===== config.mk =====
export PLATFORM = sky130hd
export DESIGN_NAME = ubx_frame_parser
export DESIGN_NICKNAME = d
export VERILOG_FILES = /design/src/sv/ubx_pkg.sv /design/src/sv/ubx_cfg_regs.sv /design/src/sv/ubx_match.sv /design/src/sv/ubx_parse.sv /design/src/sv/ubx_frame_parser.sv
export SDC_FILE = /design/constraint.sdc
export NUM_CORES = 1
export LEC_CHECK = 0
export BUFFER_PORTS_ARGS = -buffer_cell sky130_fd_sc_hd__buf_2
export CAP_MARGIN = 20
export CORE_ASPECT_RATIO = 1.2
export CORE_MARGIN = 10
export CORE_UTILIZATION = 25
export DETAILED_ROUTE_END_ITERATION = 10
export PLACE_DENSITY = 0.41
export SYNTH_ARGS = -nofsm -noshare
export SYNTH_HDL_FRONTEND = slang
export SYNTH_HIERARCHICAL = 1
export SYNTH_SLANG_ARGS = --single-unit

===== constraint.sdc =====
create_clock -name clk -period 4.7 [get_ports clk]
set_input_delay 0.47 -clock clk [delete_from_list [all_inputs] [get_ports clk]]
set_output_delay 0.47 -clock clk [all_outputs]
set_load 0.005 [all_outputs]

===== src/sv/ubx_pkg.sv =====
package ubx_pkg;

  localparam int TABLE_ENTRIES = 4;
  // entries that have a config register of their own
  localparam int NUM_ENTRY_REGS = 4;
  localparam int IDX_W = (TABLE_ENTRIES > 1) ? $clog2(TABLE_ENTRIES) : 1;
  localparam int CFG_IDX_W = 3;
  localparam int CFG_DATA_W = 32;
  localparam int LEN_W = 16;

  localparam logic [7:0] SYNC_FIRST_RST = 8'hB5;
  localparam logic [7:0] SYNC_SECOND_RST = 8'h62;
  localparam logic [LEN_W-1:0] HEADER_LEN = 16'd4;

  typedef enum logic [CFG_IDX_W-1:0] {
    REG_SYNC_FIRST,
    REG_SYNC_SECOND,
    REG_ENTRY_COUNT,
    REG_ENTRY0,
    REG_ENTRY1,
    REG_ENTRY2,
    REG_ENTRY3
  } cfg_reg_t;

  typedef enum logic [2:0] {
    PH_SYNC1,
    PH_SYNC2,
    PH_HEADER,
    PH_PAYLOAD,
    PH_SKIP,
    PH_CKA,
    PH_CKB
  } phase_t;

  typedef enum logic [1:0] {
    EV_PAYLOAD,
    EV_GOOD,
    EV_BAD_SUM,
    EV_UNKNOWN
  } event_t;

  typedef logic [TABLE_ENTRIES-1:0][31:0] tbl_t;

  typedef struct packed {
    logic [7:0] sync_first;
    logic [7:0] sync_second;
    logic [2:0] entry_count;
  } cfg_t;

  typedef struct packed {
    logic             hit;
    logic [IDX_W-1:0] index;
    logic [LEN_W-1:0] hit_len;
    logic [LEN_W-1:0] live_len;
  } match_t;

  // entry field carries the index masked to two bits
  function automatic logic [1:0] entry_code(logic [IDX_W-1:0] idx);
    logic [31:0] wide;
    wide = 32'(idx);
    return wide[1:0];
  endfunction

endpackage


===== src/sv/ubx_cfg_regs.sv =====
module ubx_cfg_regs (
  input  logic                           clk,
  input  logic                           rst,
  input  logic                           cfg_we,
  input  logic [ubx_pkg::CFG_IDX_W-1:0]  cfg_index,
  input  logic [ubx_pkg::CFG_DATA_W-1:0] cfg_data,
  output ubx_pkg::cfg_t                  cfg,
  output ubx_pkg::tbl_t                  tbl
);

  always_ff @(posedge clk) begin
    if (rst) begin
      cfg.sync_first <= ubx_pkg::SYNC_FIRST_RST;
      cfg.sync_second <= ubx_pkg::SYNC_SECOND_RST;
      cfg.entry_count <= '0;
      tbl <= '0;
    end else if (cfg_we) begin
      case (ubx_pkg::cfg_reg_t'(cfg_index))
        ubx_pkg::REG_SYNC_FIRST: cfg.sync_first <= cfg_data[7:0];
        ubx_pkg::REG_SYNC_SECOND: cfg.sync_second <= cfg_data[7:0];
        ubx_pkg::REG_ENTRY_COUNT: cfg.entry_count <= cfg_data[2:0];
        default: ;
      endcase
      // entries past the register list stay zero
      for (int i = 0; i < ubx_pkg::TABLE_ENTRIES; i++) begin
        if (i < ubx_pkg::NUM_ENTRY_REGS &&
            cfg_index == ubx_pkg::CFG_IDX_W'(int'(ubx_pkg::REG_ENTRY0) + i)) begin
          tbl[i] <= cfg_data;
        end
      end
    end
  end

endmodule


===== src/sv/ubx_match.sv =====
module ubx_match (
  input  ubx_pkg::tbl_t                   tbl,
  input  logic [2:0]                      entry_count,
  input  logic [7:0]                      msg_class,
  input  logic [7:0]                      msg_id,
  input  logic [ubx_pkg::IDX_W-1:0]       cur_index,
  output ubx_pkg::match_t                 m
);

  always_comb begin
    m.hit = 1'b0;
    m.index = '0;
    m.hit_len = '0;
    // walk down so the lowest matching entry wins
    for (int i = ubx_pkg::TABLE_ENTRIES - 1; i >= 0; i--) begin
      if (i < int'(entry_count) && tbl[i][31:24] == msg_class && tbl[i][23:16] == msg_id) begin
        m.hit = 1'b1;
        m.index = ubx_pkg::IDX_W'(i);
        m.hit_len = tbl[i][15:0];
      end
    end
    m.live_len = '0;
    for (int i = 0; i < ubx_pkg::TABLE_ENTRIES; i++) begin
      if (cur_index == ubx_pkg::IDX_W'(i)) begin
        m.live_len = tbl[i][15:0];
      end
    end
  end

endmodule


===== src/sv/ubx_parse.sv =====
module ubx_parse (
  input  logic                      clk,
  input  logic                      rst,
  input  logic                      byte_valid,
  output logic                      byte_stall,
  input  logic [7:0]                rx_byte,
  output logic                      event_valid,
  input  logic                      event_stall,
  output logic [1:0]                event_res,
  output logic [1:0]                entry,
  output logic [15:0]               offset,
  output logic [7:0]                payload_data,
  input  ubx_pkg::cfg_t             cfg,
  input  ubx_pkg::match_t           m,
  output logic [7:0]                msg_class,
  output logic [7:0]                msg_id,
  output logic [ubx_pkg::IDX_W-1:0] cur_index
);

  logic                      in_full;
  logic [7:0]                in_byte;
  logic                      advance;
  logic                      work;

  ubx_pkg::phase_t           phase, phase_next;
  logic [15:0]               byte_count, byte_count_next;
  logic [7:0]                sum_a, sum_a_next;
  logic [7:0]                sum_b, sum_b_next;
  logic [7:0]                received_sum_a, received_sum_a_next;
  logic [31:0]               header_bytes, header_bytes_next;
  logic                      matched, matched_next;
  logic [ubx_pkg::IDX_W-1:0] match_index, match_index_next;

  logic                      res_valid;
  ubx_pkg::event_t           res_event;
  logic [1:0]                res_entry;
  logic [15:0]               res_offset;
  logic [7:0]                res_data;

  logic [7:0]                add_a;
  logic [7:0]                add_b;
  logic [15:0]               count_inc;
  logic [31:0]               header_or;

  // result register drains or is empty
  assign advance = !event_valid || !event_stall;
  assign byte_stall = in_full && !advance;
  assign work = in_full && advance;

  assign msg_class = header_bytes[7:0];
  assign msg_id = header_bytes[15:8];
  assign cur_index = match_index;

  assign add_a = sum_a + in_byte;
  assign add_b = sum_b + add_a;
  assign count_inc = byte_count + 16'd1;
  assign header_or = header_bytes | (32'(in_byte) << {byte_count[1:0], 3'b000});

  always_comb begin
    phase_next = phase;
    byte_count_next = byte_count;
    sum_a_next = sum_a;
    sum_b_next = sum_b;
    received_sum_a_next = received_sum_a;
    header_bytes_next = header_bytes;
    matched_next = matched;
    match_index_next = match_index;
    res_valid = 1'b0;
    res_event = ubx_pkg::EV_PAYLOAD;
    res_entry = ubx_pkg::entry_code(match_index);
    res_offset = byte_count;
    res_data = in_byte;
    case (phase)
      ubx_pkg::PH_SYNC2: begin
        if (in_byte == cfg.sync_second) begin
          sum_a_next = '0;
          sum_b_next = '0;
          byte_count_next = '0;
          header_bytes_next = '0;
          matched_next = 1'b0;
          match_index_next = '0;
          phase_next = ubx_pkg::PH_HEADER;
        end else begin
          phase_next = ubx_pkg::PH_SYNC1;
        end
      end
      ubx_pkg::PH_HEADER: begin
        header_bytes_next = header_or;
        sum_a_next = add_a;
        sum_b_next = add_b;
        byte_count_next = count_inc;
        if (count_inc >= ubx_pkg::HEADER_LEN) begin
          byte_count_next = '0;
          matched_next = m.hit;
          match_index_next = m.index;
          if (m.hit) begin
            phase_next = (m.hit_len == '0) ? ubx_pkg::PH_CKA : ubx_pkg::PH_PAYLOAD;
          end else begin
            phase_next = (header_or[31:16] == '0) ? ubx_pkg::PH_CKA : ubx_pkg::PH_SKIP;
          end
        end
      end
      ubx_pkg::PH_PAYLOAD: begin
        sum_a_next = add_a;
        sum_b_next = add_b;
        res_valid = 1'b1;
        byte_count_next = count_inc;
        // length is read live from the matched entry
        if (count_inc == m.live_len) begin
          byte_count_next = '0;
          phase_next = ubx_pkg::PH_CKA;
        end
      end
      ubx_pkg::PH_SKIP: begin
        sum_a_next = add_a;
        sum_b_next = add_b;
        byte_count_next = count_inc;
        if (count_inc == header_bytes[31:16]) begin
          byte_count_next = '0;
          phase_next = ubx_pkg::PH_CKA;
        end
      end
      ubx_pkg::PH_CKA: begin
        received_sum_a_next = in_byte;
        phase_next = ubx_pkg::PH_CKB;
      end
      ubx_pkg::PH_CKB: begin
        res_valid = 1'b1;
        res_offset = '0;
        res_data = '0;
        if (received_sum_a != sum_a || in_byte != sum_b) begin
          res_event = ubx_pkg::EV_BAD_SUM;
        end else if (matched) begin
          res_event = ubx_pkg::EV_GOOD;
        end else begin
          res_event = ubx_pkg::EV_UNKNOWN;
        end
        res_entry = matched ? ubx_pkg::entry_code(match_index) : 2'd0;
        phase_next = ubx_pkg::PH_SYNC1;
        byte_count_next = '0;
        sum_a_next = '0;
        sum_b_next = '0;
        received_sum_a_next = '0;
        header_bytes_next = '0;
        matched_next = 1'b0;
        match_index_next = '0;
      end
      default: begin
        phase_next = (in_byte == cfg.sync_first) ? ubx_pkg::PH_SYNC2 : ubx_pkg::PH_SYNC1;
      end
    endcase
  end

  // input register
  always_ff @(posedge clk) begin
    if (rst) begin
      in_full <= 1'b0;
    end else if (byte_valid && !byte_stall) begin
      in_full <= 1'b1;
    end else if (advance) begin
      in_full <= 1'b0;
    end
  end

  always_ff @(posedge clk) begin
    if (byte_valid && !byte_stall) begin
      in_byte <= rx_byte;
    end
  end

  // parser state
  always_ff @(posedge clk) begin
    if (rst) begin
      phase <= ubx_pkg::PH_SYNC1;
      byte_count <= '0;
      sum_a <= '0;
      sum_b <= '0;
      received_sum_a <= '0;
      header_bytes <= '0;
      matched <= 1'b0;
      match_index <= '0;
    end else if (work) begin
      phase <= phase_next;
      byte_count <= byte_count_next;
      sum_a <= sum_a_next;
      sum_b <= sum_b_next;
      received_sum_a <= received_sum_a_next;
      header_bytes <= header_bytes_next;
      matched <= matched_next;
      match_index <= match_index_next;
    end
  end

  // result register
  always_ff @(posedge clk) begin
    if (rst) begin
      event_valid <= 1'b0;
    end else if (advance) begin
      event_valid <= work && res_valid;
    end
  end

  always_ff @(posedge clk) begin
    if (work && res_valid) begin
      event_res <= res_event;
      entry <= res_entry;
      offset <= res_offset;
      payload_data <= res_data;
    end
  end

endmodule


===== src/sv/ubx_frame_parser.sv =====
// path: a byte accepted into the input register moves on to the result register
//   when that register drains or is empty, and its result transfers from there
// throughput: one byte per cycle; the input register and the result register
//   let a new byte in whenever the result register drains or is empty
// reset: synchronous, active high; sync bytes return to 0xB5/0x62, the table
//   and entry count clear, and the parser waits for the first sync byte
module ubx_frame_parser (
  input  logic                           clk,
  input  logic                           rst,
  input  logic                           byte_valid,
  output logic                           byte_stall,
  input  logic [7:0]                     rx_byte,
  output logic                           event_valid,
  input  logic                           event_stall,
  output logic [1:0]                     event_res,
  output logic [1:0]                     entry,
  output logic [15:0]                    offset,
  output logic [7:0]                     payload_data,
  input  logic                           cfg_we,
  input  logic [ubx_pkg::CFG_IDX_W-1:0]  cfg_index,
  input  logic [ubx_pkg::CFG_DATA_W-1:0] cfg_data
);

  ubx_pkg::cfg_t             cfg;
  ubx_pkg::tbl_t             tbl;
  ubx_pkg::match_t           m;
  logic [7:0]                msg_class;
  logic [7:0]                msg_id;
  logic [ubx_pkg::IDX_W-1:0] cur_index;

  ubx_cfg_regs u_cfg (
    .clk       (clk),
    .rst       (rst),
    .cfg_we    (cfg_we),
    .cfg_index (cfg_index),
    .cfg_data  (cfg_data),
    .cfg       (cfg),
    .tbl       (tbl)
  );

  ubx_match u_match (
    .tbl         (tbl),
    .entry_count (cfg.entry_count),
    .msg_class   (msg_class),
    .msg_id      (msg_id),
    .cur_index   (cur_index),
    .m           (m)
  );

  ubx_parse u_parse (
    .clk          (clk),
    .rst          (rst),
    .byte_valid   (byte_valid),
    .byte_stall   (byte_stall),
    .rx_byte      (rx_byte),
    .event_valid  (event_valid),
    .event_stall  (event_stall),
    .event_res    (event_res),
    .entry        (entry),
    .offset       (offset),
    .payload_data (payload_data),
    .cfg          (cfg),
    .m            (m),
    .msg_class    (msg_class),
    .msg_id       (msg_id),
    .cur_index    (cur_index)
  );

endmodule


==> qor.txt <==
Biggest area consumer among synthesized cells: dfxtp_1
Fin crit period: 3.85 ns
Via count: 10400
Peak Freq: 260 MHz
Ant. Diodes: 0
Reg-to-Reg Start: u_parse/byte_count[1]
Starting DRT DRC Count: 517
Synth top area share: 31.9%
Bufs on Longest Clock Path: 3
Number of synthesized flops with an enable pin: 36
Footprint of the multi-input gates: 7970 um2
Synthesis-to-layout area growth: 13.8%
HPWL Detailed: 31200 um
Arrival time at the worst endpoint: 4.34 ns
H-tree Lvls: 1
Post_cts resized: 0
Vias in the first global route: 10600
Tot GR Track Use: 12.9%
First-pass GRT wire length: 67400 um
Synth Flop Type: dfxtp_1
Clock sink count: 263
Final Hold Viols: 0
Synth warn: 6
Most frequent cells in the layout: dfxtp_1, nand2b_1, mux2i_1, nor2_1, nand2_1
FF/Latch Area: 5630 um2
Via/cell ratio: 4.66
Root buf cell: clkbuf_16
Largest stage delay, worst path: 0.63 ns
Async SR Flop Fraction: 0%
Syn nets: 1531
Cell Area, Synth: 14200 um2
Unrepaired setup endpoints after global routing: no
Relative slew margins: 27.1%
LEAKAGE: 6.71 nW
Clk_skew: 0.0226 ns
Die ar.: 67000 um2
Reg2Reg Depth: 11
Worst Hold Depth: 1
Die extent in x: 238 um
Initial Util: 25.3%
Setup ws final: 0.853 ns
Setup crit end kind: flip-flop
Worst-skew pair later-pin latency: 0.59 ns
Fin nets: 1552
Cells after Synth: 1465
Peak VDD IR: 214 uV
Share of cells above drive strength 1: 14.6%
Worst-path maximum fanout: 15
Reg2reg setup slack: 0.85 ns
Grt total ovfl: 0
WS Path Type: flip-flop to flip-flop
Startpoint types: flip-flop
Slew @ Worst Pin: 1.09 ns
Max cap viols: 0
Filler cell count: 5912
I/O pin count: 78
Slowest-stage cell, CP: dfxtp_1
Status: complete, no violations
CTS buffer count: 30
Sequential area share after synthesis: 39.5%
Final Slew Violations: 0
Worst slack, placed: 0.896 ns
Worst path required time: 5.20 ns
Worst path cell trace: ha_1 > nand3_2 > nor4_2 > xor2_1 > o21bai_1 > nor4_2 > a21oi_2 > a21oi_2 > buf_4 > o21ai_0 > a31oi_1
Standard-cell row count: 95
Core area: 56200 um2
Final wirelength: 44000 um
Final setup fails: 0
CTS tree: yes
#FFs+latches synth: 263
Clk pin slew, worst setup/hold paths: 0.07 ns
Power, Total: 5.18 mW
Mean Syn Cell Area: 9.72 um2
Pin count of the biggest net entering global routing: 92
Min-delay src: rx_byte[5]
Hold buffers post-CTS: 0
Post-CTS setup buffers: 0
Final GP Congestion: 0.822
WHS Endpoint: u_parse/in_byte[5]
FF-to-FF End: u_parse/byte_count[9]
Wire per inst: 19.7 um
Class of the worst hold path: input pin to flip-flop
Die Span Y: 281 um
Initial antenna violation count: 0
Setup tns final: 0 ns
Synth cell types: 78
# DRC: 0
Most common cell after layout, fill and taps aside: dfxtp_1
ANT nets after route: 0
Top cells by area, synth: dfxtp_1, mux2i_1, nand2b_1
Port Buffers: 77
DR pass1 iterations: 4
Power Dens Cells: 320 nW/um2
Crit share post-route: 81.9%
sequential cells by signal, indices dropped and copies added (netlist names), 3 cells and up:
register,flops
u_parse/sum_a,8
u_cfg/cfg,19
u_parse/offset,16
u_parse/byte_count,16
u_cfg/tbl,128
u_parse/phase,3
u_parse/header_bytes,32
u_parse/sum_b,8
u_parse/received_sum_a,8
u_parse/in_byte,8
u_parse/payload_data,8
worst max path at each step:
stage / from / endpoint / slack, ns
detailed placement: u_parse/byte_count[1] / u_parse/byte_count[9] / 0.90
CTS: u_parse/byte_count[1] / u_parse/byte_count[9] / 0.86
global placement: u_parse/byte_count[1] / u_parse/phase[1] / 0.99
finish: u_parse/byte_count[1] / u_parse/byte_count[9] / 0.85
floorplan: u_parse/cur_index[0] / u_parse/byte_count[9] / 1.47
global route: u_parse/byte_count[1] / u_parse/byte_count[9] / 0.51
cells in the mapped netlist, drive strengths merged (5+ instances only):
master and n:
a21o 6, a21oi 68, a22oi 13, a31oi 11
a32oi 19, and2 25, and3 7, buf 59
clkbuf 56, dfxtp 227, edfxtp 36, ha 16
inv 16, mux2i 158, mux4 16, nand2 81
nand2b 184, nand3 17, nand4 18, nor2 119
nor2b 8, nor3 21, nor3b 5, nor4 36
o21a 7, o21ai 19, o21bai 21, xnor2 62
xor2 81
power breakdown:
part | total (mW) | leakage (nW) | switching (mW) | internal (mW)
clock network | 2.48 | 0.521 | 1.01 | 1.47
registers | 2.35 | 2.20 | 0.0402 | 2.31
logic | 0.351 | 3.99 | 0.204 | 0.147
routing by layer:
metal  GRT usage (%)  vias up  wire length, um
met2            22.7      184            21800
met5               0        -                0
li1                -     5134                -
met3            1.67       51             1730
met4            3.44        0              824
met1            16.3     5061            19700
worst max-delay path: cells and delay by family, from the launching register on:
family / cells / cell delay, ns
adder cells (fa/ha/maj): 1 / 0.44
buffers and inverters: 1 / 0.28
flip-flops: 1 / 0.63
AND/OR/NAND/NOR: 3 / 1.30
AO/OA/AOI/OAI: 5 / 0.97
XOR/XNOR: 1 / 0.13
logic make-up after synthesis:
logic type | after synthesis | share of synthesized area, %
flops | 263 | 39.5
xor+xnor | 146 | 9.32
fa+ha+maj | 18 | 1.69
mux | 175 | 13.7
simple gates | 542 | 21.3
compound gates | 190 | 9.65
buf+inv | 131 | 4.81
through the flow:
step / cell area, um2 / utilization [%] / cells / hold slack (ns)
after global placement: 15200 / 27.0 / 2181 / 0.471
after detailed placement: 15200 / 27.0 / 2181 / 0.480
after global routing: 16200 / 28.8 / 2237 / 0.0412
after CTS: 16200 / 28.8 / 2237 / 0.0273
after floorplan: 14200 / - / 1465 / 0.438
final: 16200 / 28.8 / 2237 / 0.0620
layout make-up:
cell class / instances / area share (%)
Clock buffer: 38 / 5.13
Clock inverter: 18 / 1.31
Sequential cell: 263 / 34.7
Inverter: 16 / 0.371
Multi-Input combinational cell: 1071 / 49.2
Timing Repair Buffer: 104 / 3.67
Tap cell: 727 / 5.61
Note: power is estimated with default switching activity, not from simulation.
